**src/assert_macros.svh**
```systemverilog
// ----------------------------------------------------------------------------
// assert_macros.svh
// shared concurrent assertion macros, sampled on clk, disabled in reset
// ----------------------------------------------------------------------------
`ifndef ASSERT_MACROS_SVH
`define ASSERT_MACROS_SVH

// same-cycle implication
`define CHK_IMPLY(label, cond, expr) \
  label: assert property (@(posedge clk) disable iff (!rst_n) (cond) |-> (expr)) \
    else $error("assertion failed");

// next-cycle implication
`define CHK_NEXT(label, cond, expr) \
  label: assert property (@(posedge clk) disable iff (!rst_n) (cond) |=> (expr)) \
    else $error("assertion failed");

`endif

```
**src/lpfc_pkg.sv**
```systemverilog
// ----------------------------------------------------------------------------
// lpfc_pkg
// types, constants and header helpers of the length prefixed frame checker
// ----------------------------------------------------------------------------
package lpfc_pkg;

  localparam int unsigned MagicLen = 11;
  localparam int unsigned HexDigits = 8;
  localparam int unsigned HdrTotal = MagicLen + HexDigits + 1;
  localparam int unsigned CountW = 22;
  localparam int unsigned LenW = 32;
  localparam int unsigned LimitW = 22;

  localparam logic [LimitW-1:0] LIMIT_CAP = LimitW'(2 * 1024 * 1024);
  localparam logic [CountW-1:0] COUNT_MAX = '1;
  localparam logic [7:0] NEWLINE = 8'h0a;

  localparam logic [1:0] STATUS_OK = 2'd0;
  localparam logic [1:0] STATUS_INVALID = 2'd1;
  localparam logic [1:0] STATUS_TOO_BIG = 2'd2;

  localparam logic [0:0] REG_MAX_PAYLOAD = 1'd0;

  typedef struct packed {
    logic [7:0] in_byte;
    logic       last_byte;
  } in_item_t;

  typedef struct packed {
    logic [7:0]        out_byte;
    logic              out_valid;
    logic              frame_done;
    logic [1:0]        status;
    logic [LimitW-1:0] payload_length;
  } out_item_t;

  function automatic logic [7:0] magic_byte(input logic [3:0] idx);
    logic [7:0] b;
    case (idx)
      4'd0:    b = 8'h41;
      4'd1:    b = 8'h53;
      4'd2:    b = 8'h43;
      4'd3:    b = 8'h53;
      4'd4:    b = 8'h54;
      4'd5:    b = 8'h55;
      4'd6:    b = 8'h44;
      4'd7:    b = 8'h49;
      4'd8:    b = 8'h4f;
      4'd9:    b = 8'h31;
      4'd10:   b = 8'h3a;
      default: b = 8'h00;
    endcase
    return b;
  endfunction

  // bit 4 set for a byte that is not a lowercase hex digit
  function automatic logic [4:0] hex_nibble(input logic [7:0] c);
    logic [4:0] v;
    if (c >= 8'h30 && c <= 8'h39) begin
      v = {1'b0, 4'(c - 8'h30)};
    end else if (c >= 8'h61 && c <= 8'h66) begin
      v = {1'b0, 4'(c - 8'h57)};
    end else begin
      v = 5'h10;
    end
    return v;
  endfunction

endpackage

```
**src/lpfc_core.sv**
```systemverilog
// ----------------------------------------------------------------------------
// lpfc_core
// frame state and per-byte header check, verdict on the last byte
// ----------------------------------------------------------------------------
module lpfc_core
  import lpfc_pkg::*;
(
  input  logic              clk,
  input  logic              rst_n,
  input  logic              advance,
  input  in_item_t          item,
  input  logic [LimitW-1:0] max_payload,
  output out_item_t         result
);

  logic [CountW-1:0] count_r, count_nxt;
  logic [LenW-1:0]   dlen_r, dlen_nxt;
  logic              ferr_r, ferr_nxt;

  logic [CountW-1:0] count_inc;
  logic [LimitW-1:0] limit;
  logic [4:0]        nib;
  logic              payload;
  logic [1:0]        status;
  logic [CountW:0]   hdr_plus_limit;
  logic [LenW:0]     hdr_plus_dlen;

  assign limit = (max_payload > LIMIT_CAP) ? LIMIT_CAP : max_payload;
  assign nib = hex_nibble(item.in_byte);
  assign count_inc = (count_r == COUNT_MAX) ? count_r : count_r + 1'b1;
  assign hdr_plus_limit = (CountW + 1)'(HdrTotal) + {1'b0, limit};

  always_comb begin
    ferr_nxt = ferr_r;
    dlen_nxt = dlen_r;
    payload = 1'b0;
    if (count_r < CountW'(MagicLen)) begin
      if (item.in_byte != magic_byte(count_r[3:0])) ferr_nxt = 1'b1;
    end else if (count_r < CountW'(MagicLen + HexDigits)) begin
      if (nib[4]) begin
        ferr_nxt = 1'b1;
      end else begin
        dlen_nxt = {dlen_r[LenW-5:0], nib[3:0]};
      end
    end else if (count_r == CountW'(HdrTotal - 1)) begin
      if (item.in_byte != NEWLINE) ferr_nxt = 1'b1;
    end else begin
      payload = 1'b1;
    end
  end

  assign hdr_plus_dlen = (LenW + 1)'(HdrTotal) + {1'b0, dlen_nxt};

  always_comb begin
    if ({1'b0, count_inc} > hdr_plus_limit) begin
      status = STATUS_TOO_BIG;
    end else if (count_inc < CountW'(HdrTotal) || ferr_nxt) begin
      status = STATUS_INVALID;
    end else if (dlen_nxt > LenW'(limit)) begin
      status = STATUS_TOO_BIG;
    end else if (dlen_nxt == '0 || (LenW + 1)'(count_inc) != hdr_plus_dlen) begin
      status = STATUS_INVALID;
    end else begin
      status = STATUS_OK;
    end
  end

  always_comb begin
    result.out_byte = payload ? item.in_byte : 8'h00;
    result.out_valid = payload;
    result.frame_done = item.last_byte;
    result.status = item.last_byte ? status : STATUS_OK;
    result.payload_length = (item.last_byte && status == STATUS_OK) ?
                            dlen_nxt[LimitW-1:0] : '0;
  end

  assign count_nxt = item.last_byte ? '0 : count_inc;

  always_ff @(posedge clk) begin
    if (!rst_n) begin
      count_r <= '0;
      dlen_r <= '0;
      ferr_r <= 1'b0;
    end else if (advance) begin
      count_r <= count_nxt;
      dlen_r <= item.last_byte ? '0 : dlen_nxt;
      ferr_r <= item.last_byte ? 1'b0 : ferr_nxt;
    end
  end

endmodule

```
**src/length_prefixed_frame_checker_unit.sv**
```systemverilog
// ----------------------------------------------------------------------------
// length_prefixed_frame_checker_unit
// checks an 11-byte magic, 8 hex length digits and a newline, passes payload
//
//   channel  direction  handshake             payload
//   in       input      in_valid / in_stall   in_data (in_item_t)
//   out      output     out_valid / out_stall out_data (out_item_t)
//   cfg      input      apb write / read      max_payload at address 0
//
// one byte per cycle sustained while out_stall is low; each byte passes the input register, then the result register
// the header check and verdict sit between the input and result registers
// synchronous active-low reset clears the frame state, max_payload to 2097152
// a stalled result holds; input is taken when the input register is empty or the result stage can move
// ----------------------------------------------------------------------------
`include "assert_macros.svh"

module length_prefixed_frame_checker_unit
  import lpfc_pkg::*;
(
  input  logic        clk,
  input  logic        rst_n,
  input  logic        in_valid,
  output logic        in_stall,
  input  in_item_t    in_data,
  output logic        out_valid,
  input  logic        out_stall,
  output out_item_t   out_data,
  input  logic        cfg_psel,
  input  logic        cfg_penable,
  input  logic        cfg_pwrite,
  input  logic [2:0]  cfg_paddr,
  input  logic [31:0] cfg_pwdata,
  output logic [31:0] cfg_prdata,
  output logic        cfg_pready
);

  logic              s1_v_r, s1_v_nxt;
  in_item_t          s1_item_r;
  logic              s2_v_r, s2_v_nxt;
  out_item_t         s2_item_r;
  out_item_t         core_res;
  logic [LimitW-1:0] max_payload_r;
  logic              advance;
  logic              in_take;

  assign advance = s1_v_r && (!s2_v_r || !out_stall);
  assign in_stall = s1_v_r && !advance;
  assign in_take = in_valid && !in_stall;

  assign s1_v_nxt = in_take ? 1'b1 : (advance ? 1'b0 : s1_v_r);
  assign s2_v_nxt = advance ? 1'b1 : (out_stall ? s2_v_r : 1'b0);

  always_ff @(posedge clk) begin
    if (!rst_n) begin
      s1_v_r <= 1'b0;
      s2_v_r <= 1'b0;
    end else begin
      s1_v_r <= s1_v_nxt;
      s2_v_r <= s2_v_nxt;
    end
  end

  always_ff @(posedge clk) begin
    if (in_take) s1_item_r <= in_data;
    if (advance) s2_item_r <= core_res;
  end

  lpfc_core u_core (
    .clk         (clk),
    .rst_n       (rst_n),
    .advance     (advance),
    .item        (s1_item_r),
    .max_payload (max_payload_r),
    .result      (core_res)
  );

  assign out_valid = s2_v_r;
  assign out_data = s2_item_r;

  // config register
  assign cfg_pready = 1'b1;

  always_ff @(posedge clk) begin
    if (!rst_n) begin
      max_payload_r <= LIMIT_CAP;
    end else if (cfg_psel && cfg_penable && cfg_pwrite && cfg_paddr[2] == REG_MAX_PAYLOAD) begin
      max_payload_r <= cfg_pwdata[LimitW-1:0];
    end
  end

  always_comb begin
    cfg_prdata = '0;
    if (cfg_paddr[2] == REG_MAX_PAYLOAD) cfg_prdata = 32'(max_payload_r);
  end

  `CHK_IMPLY(a_stall_only_when_full, in_stall, s1_v_r && s2_v_r && out_stall)
  `CHK_NEXT(a_held_item_kept, in_stall, s1_v_r)
  `CHK_IMPLY(a_status_only_on_done, out_valid && !out_data.frame_done, out_data.status == STATUS_OK && out_data.payload_length == '0)
  `CHK_IMPLY(a_no_length_on_error, out_valid && out_data.status != STATUS_OK, out_data.payload_length == '0)

endmodule

```
**config.mk**
```make
export PLATFORM = sky130hd
export DESIGN_NAME = length_prefixed_frame_checker_unit
export DESIGN_NICKNAME = d
export VERILOG_FILES = /design/src/lpfc_pkg.sv /design/src/lpfc_core.sv /design/src/length_prefixed_frame_checker_unit.sv
export VERILOG_INCLUDE_DIRS = /design/src /design/src/src
export SDC_FILE = /design/constraint.sdc
export NUM_CORES = 1
export LEC_CHECK = 0
export BUFFER_PORTS_ARGS = -buffer_cell sky130_fd_sc_hd__buf_2
export CAP_MARGIN = 40
export CELL_PAD_IN_SITES_DETAIL_PLACEMENT = 2
export CELL_PAD_IN_SITES_GLOBAL_PLACEMENT = 2
export CORE_MARGIN = 2
export CORE_UTILIZATION = 33
export CTS_CLUSTER_DIAMETER = 80
export DETAILED_ROUTE_END_ITERATION = 10
export PLACE_DENSITY = 0.76
export SLEW_MARGIN = 20
export SYNTH_ARGS = -nofsm -noshare
export SYNTH_HDL_FRONTEND = slang
export SYNTH_SLANG_ARGS = --single-unit
```
**constraint.sdc**
```tcl
create_clock -name clk -period 4.8 [get_ports clk]
set_input_delay 0.24 -clock clk [delete_from_list [all_inputs] [get_ports clk]]
set_output_delay 0.24 -clock clk [all_outputs]
set_load 0.01 [all_outputs]
```
==> impl_metrics.json, run 1 <==
{
  "status": "complete, but fails checks",
  "violations": "negative setup slack",
  "critPathRequiredTime_ns": 5.07,
  "drt-vias-per-instance": 5.98,
  "numCtsBuffers": 17,
  "synthCells": 1236,
  "r2r-start": "max_payload_r[5]",
  "final_cell_mix": "buf_4, nand2_1, buf_2",
  "grt_max_degree": 85,
  "multi_input_area_sq_um": 7250,
  "setup_viol": 23,
  "nets": 1550,
  "wl_met2_mm": 25.2,
  "htreeDepth": 4,
  "synthToLayoutAreaGrowth_pct": 30.4,
  "syn_avg_cell_area_sq_um": 8.40,
  "fp.dieH_microns": 181,
  "cts_tree": "yes",
  "worstHoldPathType": "input pin to flip-flop",
  "seqCellArea_sq_um": 3020,
  "totalWireLength_mm": 51.2,
  "antenna_cells": 0,
  "path_cells": "nor4_4 > nand4_1 > o41ai_4 > buf_6 > nand2_4 > inv_4 > ha_4 > o21ai_2 > nor3_2 > nand4_1 > buf_4 > nor2_1 > xor2_1 > ha_1 > o211ai_1 > a21oi_1 > nor3_2 > a21oi_2 > a2bb2oi_2 > or3b_4 > buf_12 > nor4b_4",
  "wl_per_cell_microns": 27.6,
  "antenna_found_initial": 0,
  "rsz0062_at_grt": "true",
  "end_kind": "flip-flop",
  "die_area_sq_um": 32900,
  "leakage_nw": 5.52,
  "root_buffer": "clkbuf_16",
  "fin_ws_ns": -0.602,
  "n_fill_cell": 3379,
  "maxSlewViolCount": 0,
  "via_count": 11100,
  "peakVddDrop_mv": 0.259,
  "dieWidth_microns": 181,
  "grt_usage_pct": 28.6,
  "hold_path_startpoint": "cfg_pwdata[17]",
  "ys.warnings.count": 0,
  "placed_cell_area_sq_um": 12000,
  "clk_pin_slew_ns": 0.07,
  "final_common_cell": "buf_4",
  "ys_seq_area_share_pct": 29.0,
  "fin_cells": 1853,
  "fmax_ghz": 0.185,
  "finalHoldViolCount": 0,
  "rows": 64,
  "start_kind": "flip-flop",
  "met3_length_mm": 2.64,
  "clk_latency_ns": 0.48,
  "worst_pin_slew_ns": 0.864,
  "ant_nets": 0,
  "first_pass_iters": 6,
  "setup_tns_ns": -11.07,
  "power.total_mw": 2.86,
  "grt_pass1_wl_mm": 71.9,
  "critPathMaxStageDelay_ns": 0.48,
  "fin_area_sq_um": 13500,
  "post-dp-hpwl_mm": 32.2,
  "ys_ff_latch": 129,
  "grt_pass1_vias": 11700,
  "slew_headroom_pct": 42.4,
  "critPathMaxFanout": 6,
  "globalplace.congestion": 0.931,
  "post-route-util_pct": 44.0,
  "fin_skew_ns": 0.0260,
  "synth_area_sq_um": 10400,
  "path_class": "flip-flop to flip-flop",
  "numClockSinks": 129,
  "drt-initial-drc-count": 807,
  "async_reset_ff_share_pct": 0,
  "crit_path_start": "max_payload_r[5]",
  "period_minus_slack_ns": 5.40,
  "synth_edf_count": 43,
  "routed.top_layer": "met4",
  "drc": 0,
  "core_area_sq_um": 30700,
  "fin_crit_sh_pct": 113,
  "placedCellCount": 1775,
  "grt_overflow": 0,
  "critPathArrivalTime_ns": 5.67,
  "start_util_pct": 33.8,
  "drive_above_1_share_pct": 30.1,
  "ys_types": 91,
  "cp_slowest_cell": "or3b_4",
  "pwr_density_cell_nw_per_um2": 211,
  "clockBufferDepth": 2,
  "portBuffers": 96,
  "drt-met1-wl_mm": 20.9,
  "ios": 120,
  "maxCapViolCount": 0,
  "synth_ff_type": "dfxtp_1"
}
## final timing paths
path / cells after the start / slack [ns] / end
max: 22 / -0.60 / out_data[14]
min: 3 / 0.03 / max_payload_r[17]
max reg2reg: 22 / -0.60 / out_data[14]
min reg2reg: 3 / 0.62 / max_payload_r[17]
## logic make-up (layout without fill, tap and decap cells)
group,count (synthesis),count (layout),share of synthesized area (%)
flip-flops,129,129,29.0
adder cells (fa/ha/maj),55,55,6.63
AO/OA/AOI/OAI,252,252,17.2
AND/OR/NAND/NOR,548,548,30.4
XOR/XNOR,102,102,8.68
other,2,11,0.0723
buffers and inverters,133,345,6.35
multiplexers,15,15,1.58
## cell type report
class | instances | share of cell area, %
Tap cell | 396 | 3.66
Clock inverter | 15 | 1.17
Sequential cell | 129 | 22.3
Clock buffer | 17 | 3.14
Multi-Input combinational cell | 983 | 53.5
Timing Repair Buffer | 282 | 15.3
Inverter | 31 | 0.897
## where the power goes
group          total, mW  switching, mW  internal [mW]
combinational      0.314          0.195          0.119
sequential          1.17         0.0177           1.15
clock               1.37          0.605          0.769
## per-layer routing
layer / GRT usage (%) / up-vias
li1: - / 4839
met1: 35.0 / 5716
met2: 49.9 / 379
met3: 4.29 / 151
met4: 12.4 / 0
met5: 0 / -
## worst max-delay path: cells and delay by family (launching register included)
kind | cells | cell delay [ns]
fa+ha+maj | 2 | 0.49
simple gates | 9 | 2.41
flops | 1 | 0.34
buf+inv | 4 | 0.68
xor+xnor | 1 | 0.33
compound gates | 6 | 0.96
## through the flow
stage | hold slack [ns] | setup WS [ns]
floorplan | 0.339 | 0.000136
global placement | 0.418 | -0.0517
detailed placement | 0.421 | -0.392
CTS | 0.0211 | -0.0309
global route | 0.0386 | -0.720
finish | 0.0296 | -0.602
## synthesized netlist by cell type, drive strengths merged (42+ instances only)
cell type,count,area share [%]
o21ai,47,2.3
nand2,162,6.0
ha,55,6.6
clkbuf,51,1.9
nand4,43,3.2
nor2,67,2.6
dfxtp,86,17
xor2,42,3.5
edfxtp,43,12
xnor2,60,5.1
nor2b,74,4.5
a21oi,50,2.6
buf,51,3.4
## state kept, by name (all words and copies together) (netlist names), named ones only
name            cells
out_data           34
u_core.dlen_r      32
s1_item_r           9
u_core.count_r     22
out_valid           1
s1_v_r              1
max_payload_r      22
u_core.ferr_r       1
## repair_timing
item | CTS | global route
hold buffers | 10 | 0
gates cloned | 2 | 2
endpoints found under the hold margin | 10 | 0
resized for setup | 42 | 66
pin swaps | 14 | 44
endpoints found under the setup margin | 24 | 24
buffers inserted | 11 | 19
Note: power is estimated with default switching activity, not from simulation.
==> run 2: changes to the inputs <==
ABC_AREA = 1   (was default)
CORE_UTILIZATION = 30   (was 33)
CTS_BUF_LIST = sky130_fd_sc_hd__clkbuf_8   (was default)
PLACE_DENSITY = 0.77   (was 0.76)
==> impl_metrics.json, run 2 <==
{
  "fp.dieH_microns": 184,
  "htreeDepth": 4,
  "ys_types": 52,
  "path_class": "flip-flop to flip-flop",
  "synth_area_sq_um": 9690,
  "synth_area_leader_cell": "dfxtp_1",
  "hold_ws_ns": 0.0326,
  "numCtsBuffers": 17,
  "dpl_worst_slack_ns": -0.149,
  "pwr_density_cell_nw_per_um2": 206,
  "ios": 120,
  "wl_per_cell_microns": 19.5,
  "totalWireLength_mm": 39.6,
  "maxSlewViolCount": 0,
  "synth_top_area_share_pct": 17.8,
  "p_sw_mw": 0.717,
  "largest_register_ffs": 34,
  "drive_above_1_share_pct": 19.1,
  "period_minus_slack_ns": 4.77,
  "critPathMaxStageDelay_ns": 0.39,
  "setup_viol": 0,
  "post-dp-hpwl_mm": 30.9,
  "clock_power_share_pct": 40.9,
  "ant_nets": 0,
  "via_count": 10300,
  "fin_crit_sh_pct": 99.4,
  "fin_area_sq_um": 11800,
  "slew_headroom_pct": 50.9,
  "syn_avg_cell_area_sq_um": 6.62,
  "drt-vias-per-instance": 5.08,
  "n_fill_cell": 3877,
  "p_seq_share_pct": 48.1,
  "leakage_nw": 5.25,
  "worst_pin_slew_ns": 0.731,
  "netlist_top_cells_count": "nand2_1, inv_1, nor2_1",
  "critPathArrivalTime_ns": 5.13,
  "final_cell_mix": "nand2_1, inv_1, nor2_1",
  "ys_ff_latch": 129,
  "critPathRequiredTime_ns": 5.15,
  "critPathMaxFanout": 10,
  "cts_tree": "yes",
  "ff2ff_setup_slack_ns": 0.03,
  "clockBufferDepth": 2,
  "netlist_top_cells_area": "dfxtp_1, nand2_1, edfxtp_1, ha_1, inv_1",
  "grt_max_degree": 56,
  "ys_seq_area_share_pct": 31.1,
  "cp_slowest_cell": "o41ai_4",
  "first_pass_iters": 5,
  "synth_ff_type": "dfxtp_1",
  "clk_pin_slew_ns": 0.08,
  "start_util_pct": 30.5,
  "portBuffers": 96,
  "synth.most_common_cell": "nand2_1",
  "clk_latency_ns": 0.50,
  "maxCapViolCount": 0,
  "multi_input_area_sq_um": 5980,
  "core_area_sq_um": 31700,
  "antenna_found_initial": 0,
  "p_sw_share_pct": 29.5,
  "fin_ws_ns": 0.0275,
  "rsz0062_at_grt": "true",
  "peakVddDrop_mv": 0.154,
  "worstHoldPathType": "input pin to flip-flop",
  "grt_pass1_wl_mm": 61.5,
  "antenna_cells": 0,
  "async_reset_ff_share_pct": 0,
  "grt_usage_pct": 23.7,
  "synth_edf_count": 43,
  "final_common_cell": "nand2_1",
  "drt-initial-drc-count": 506,
  "synthCells": 1463,
  "placed_cell_area_sq_um": 10900,
  "rows": 65,
  "grt_pass1_vias": 11200,
  "grt_overflow": 0,
  "path_common_cell": "nand4_1",
  "power_frac_comb_pct": 11.0,
  "dieWidth_microns": 184,
  "fmax_ghz": 0.210,
  "end_kind": "flip-flop",
  "globalplace.congestion": 0.874,
  "root_buffer": "clkbuf_8",
  "fin_skew_ns": 0.0233,
  "synthToLayoutAreaGrowth_pct": 21.8,
  "nets": 1726,
  "finalHoldViolCount": 0,
  "drc": 0,
  "status": "finished clean",
  "die_area_sq_um": 33800,
  "start_kind": "flip-flop",
  "numClockSinks": 129,
  "p_int_mw": 1.71,
  "power.total_mw": 2.43,
  "seqCellArea_sq_um": 3020,
  "ys.warnings.count": 0
}
[run 2: changes by cell type after synthesis, sizes merged, moves of 19 or more]
cell,previous run,this run
clkbuf,51,26
nor2,67,205
buf,51,28
inv,30,180
nor4b,20,1
nand3,35,95
nor2b,74,0
nand2,162,440
nor4,33,5
xnor2,60,11
a21boi,27,0
a22oi,41,0
a21oi,50,99
[run 2: cells by family (layout without fill, tap and decap cells)]
group / Yosys count / in the layout / synth area share, %
AOI/OAI and AO/OA: 182 / 182 / 10.3
xor gates and xnor gates: 48 / 48 / 4.34
and+or+nand+nor: 811 / 811 / 36.6
buffers and inverters: 236 / 397 / 10.5
other: 2 / 11 / 0.0775
adders and majority gates: 55 / 55 / 7.10
DFF: 129 / 129 / 31.1
[run 2: final cells by class]
class	count	area share, %
multi-input cells	1107	50.7
flip-flops and latches	129	25.5
repair buffers	183	10.3
inverters	182	5.83
well taps	402	4.26
clock buffers	17	1.98
clock inverters	15	1.38
[run 2: stage by stage]
step / TNS [ns] / cells / utilization, %
6_report: 0 / 2035 / 37.2
5_1_grt: -6.50 / 2035 / 37.2
4_1_cts: 0 / 2022 / 36.0
3_5_place_dp: -2.80 / 1979 / 34.3
3_3_place_gp: -0.455 / 1978 / 34.3
2_1_floorplan: 0 / 1472 / -
[run 2: repair_timing]
action                     CTS  global route
setup endpoints to repair   23            24
hold endpoints to repair    11             0
pin swaps                    0            10
setup buffers                0            10
resized for setup            3            66
hold buffers                11             0
cloned                       0             2
[run 2: final timing paths]
| kind | start | end | cells past startpoint |
|---|---|---|---|
| max | max_payload_r[3] | out_data[7] | 30 |
| min | cfg_pwdata[2] | max_payload_r[2] | 3 |
| min reg2reg | u_core.dlen_r[28] | u_core.dlen_r[28] | 2 |
| max reg2reg | max_payload_r[3] | out_data[7] | 30 |
[run 2: critical path, delay by kind of cell, from the launching register on]
family | cells | cell delay [ns]
AOI/OAI and AO/OA | 1 | 0.39
xor gates and xnor gates | 1 | 0.12
adders and majority gates | 2 | 0.42
buffers and inverters | 9 | 0.95
DFF | 1 | 0.34
and+or+nand+nor | 17 | 2.41
[run 2: power by group through the flow]
stage	Clock [mW]	Sequential [mW]	Combinational, mW
floorplan	0	1.19	0.133
global placement	0	1.19	0.231
detailed placement	0	1.19	0.241
CTS	1.02	1.17	0.250
global route	1.06	1.17	0.298
finish	0.994	1.17	0.268
[run 2: metal layers]
metal,routed length [microns],GRT usage (%),vias to the layer above
met2,19700,42.1,182
met4,924,6.40,0
met3,1120,2.99,47
met1,17900,30.2,5091
met5,0,0,-
li1,-,-,5016
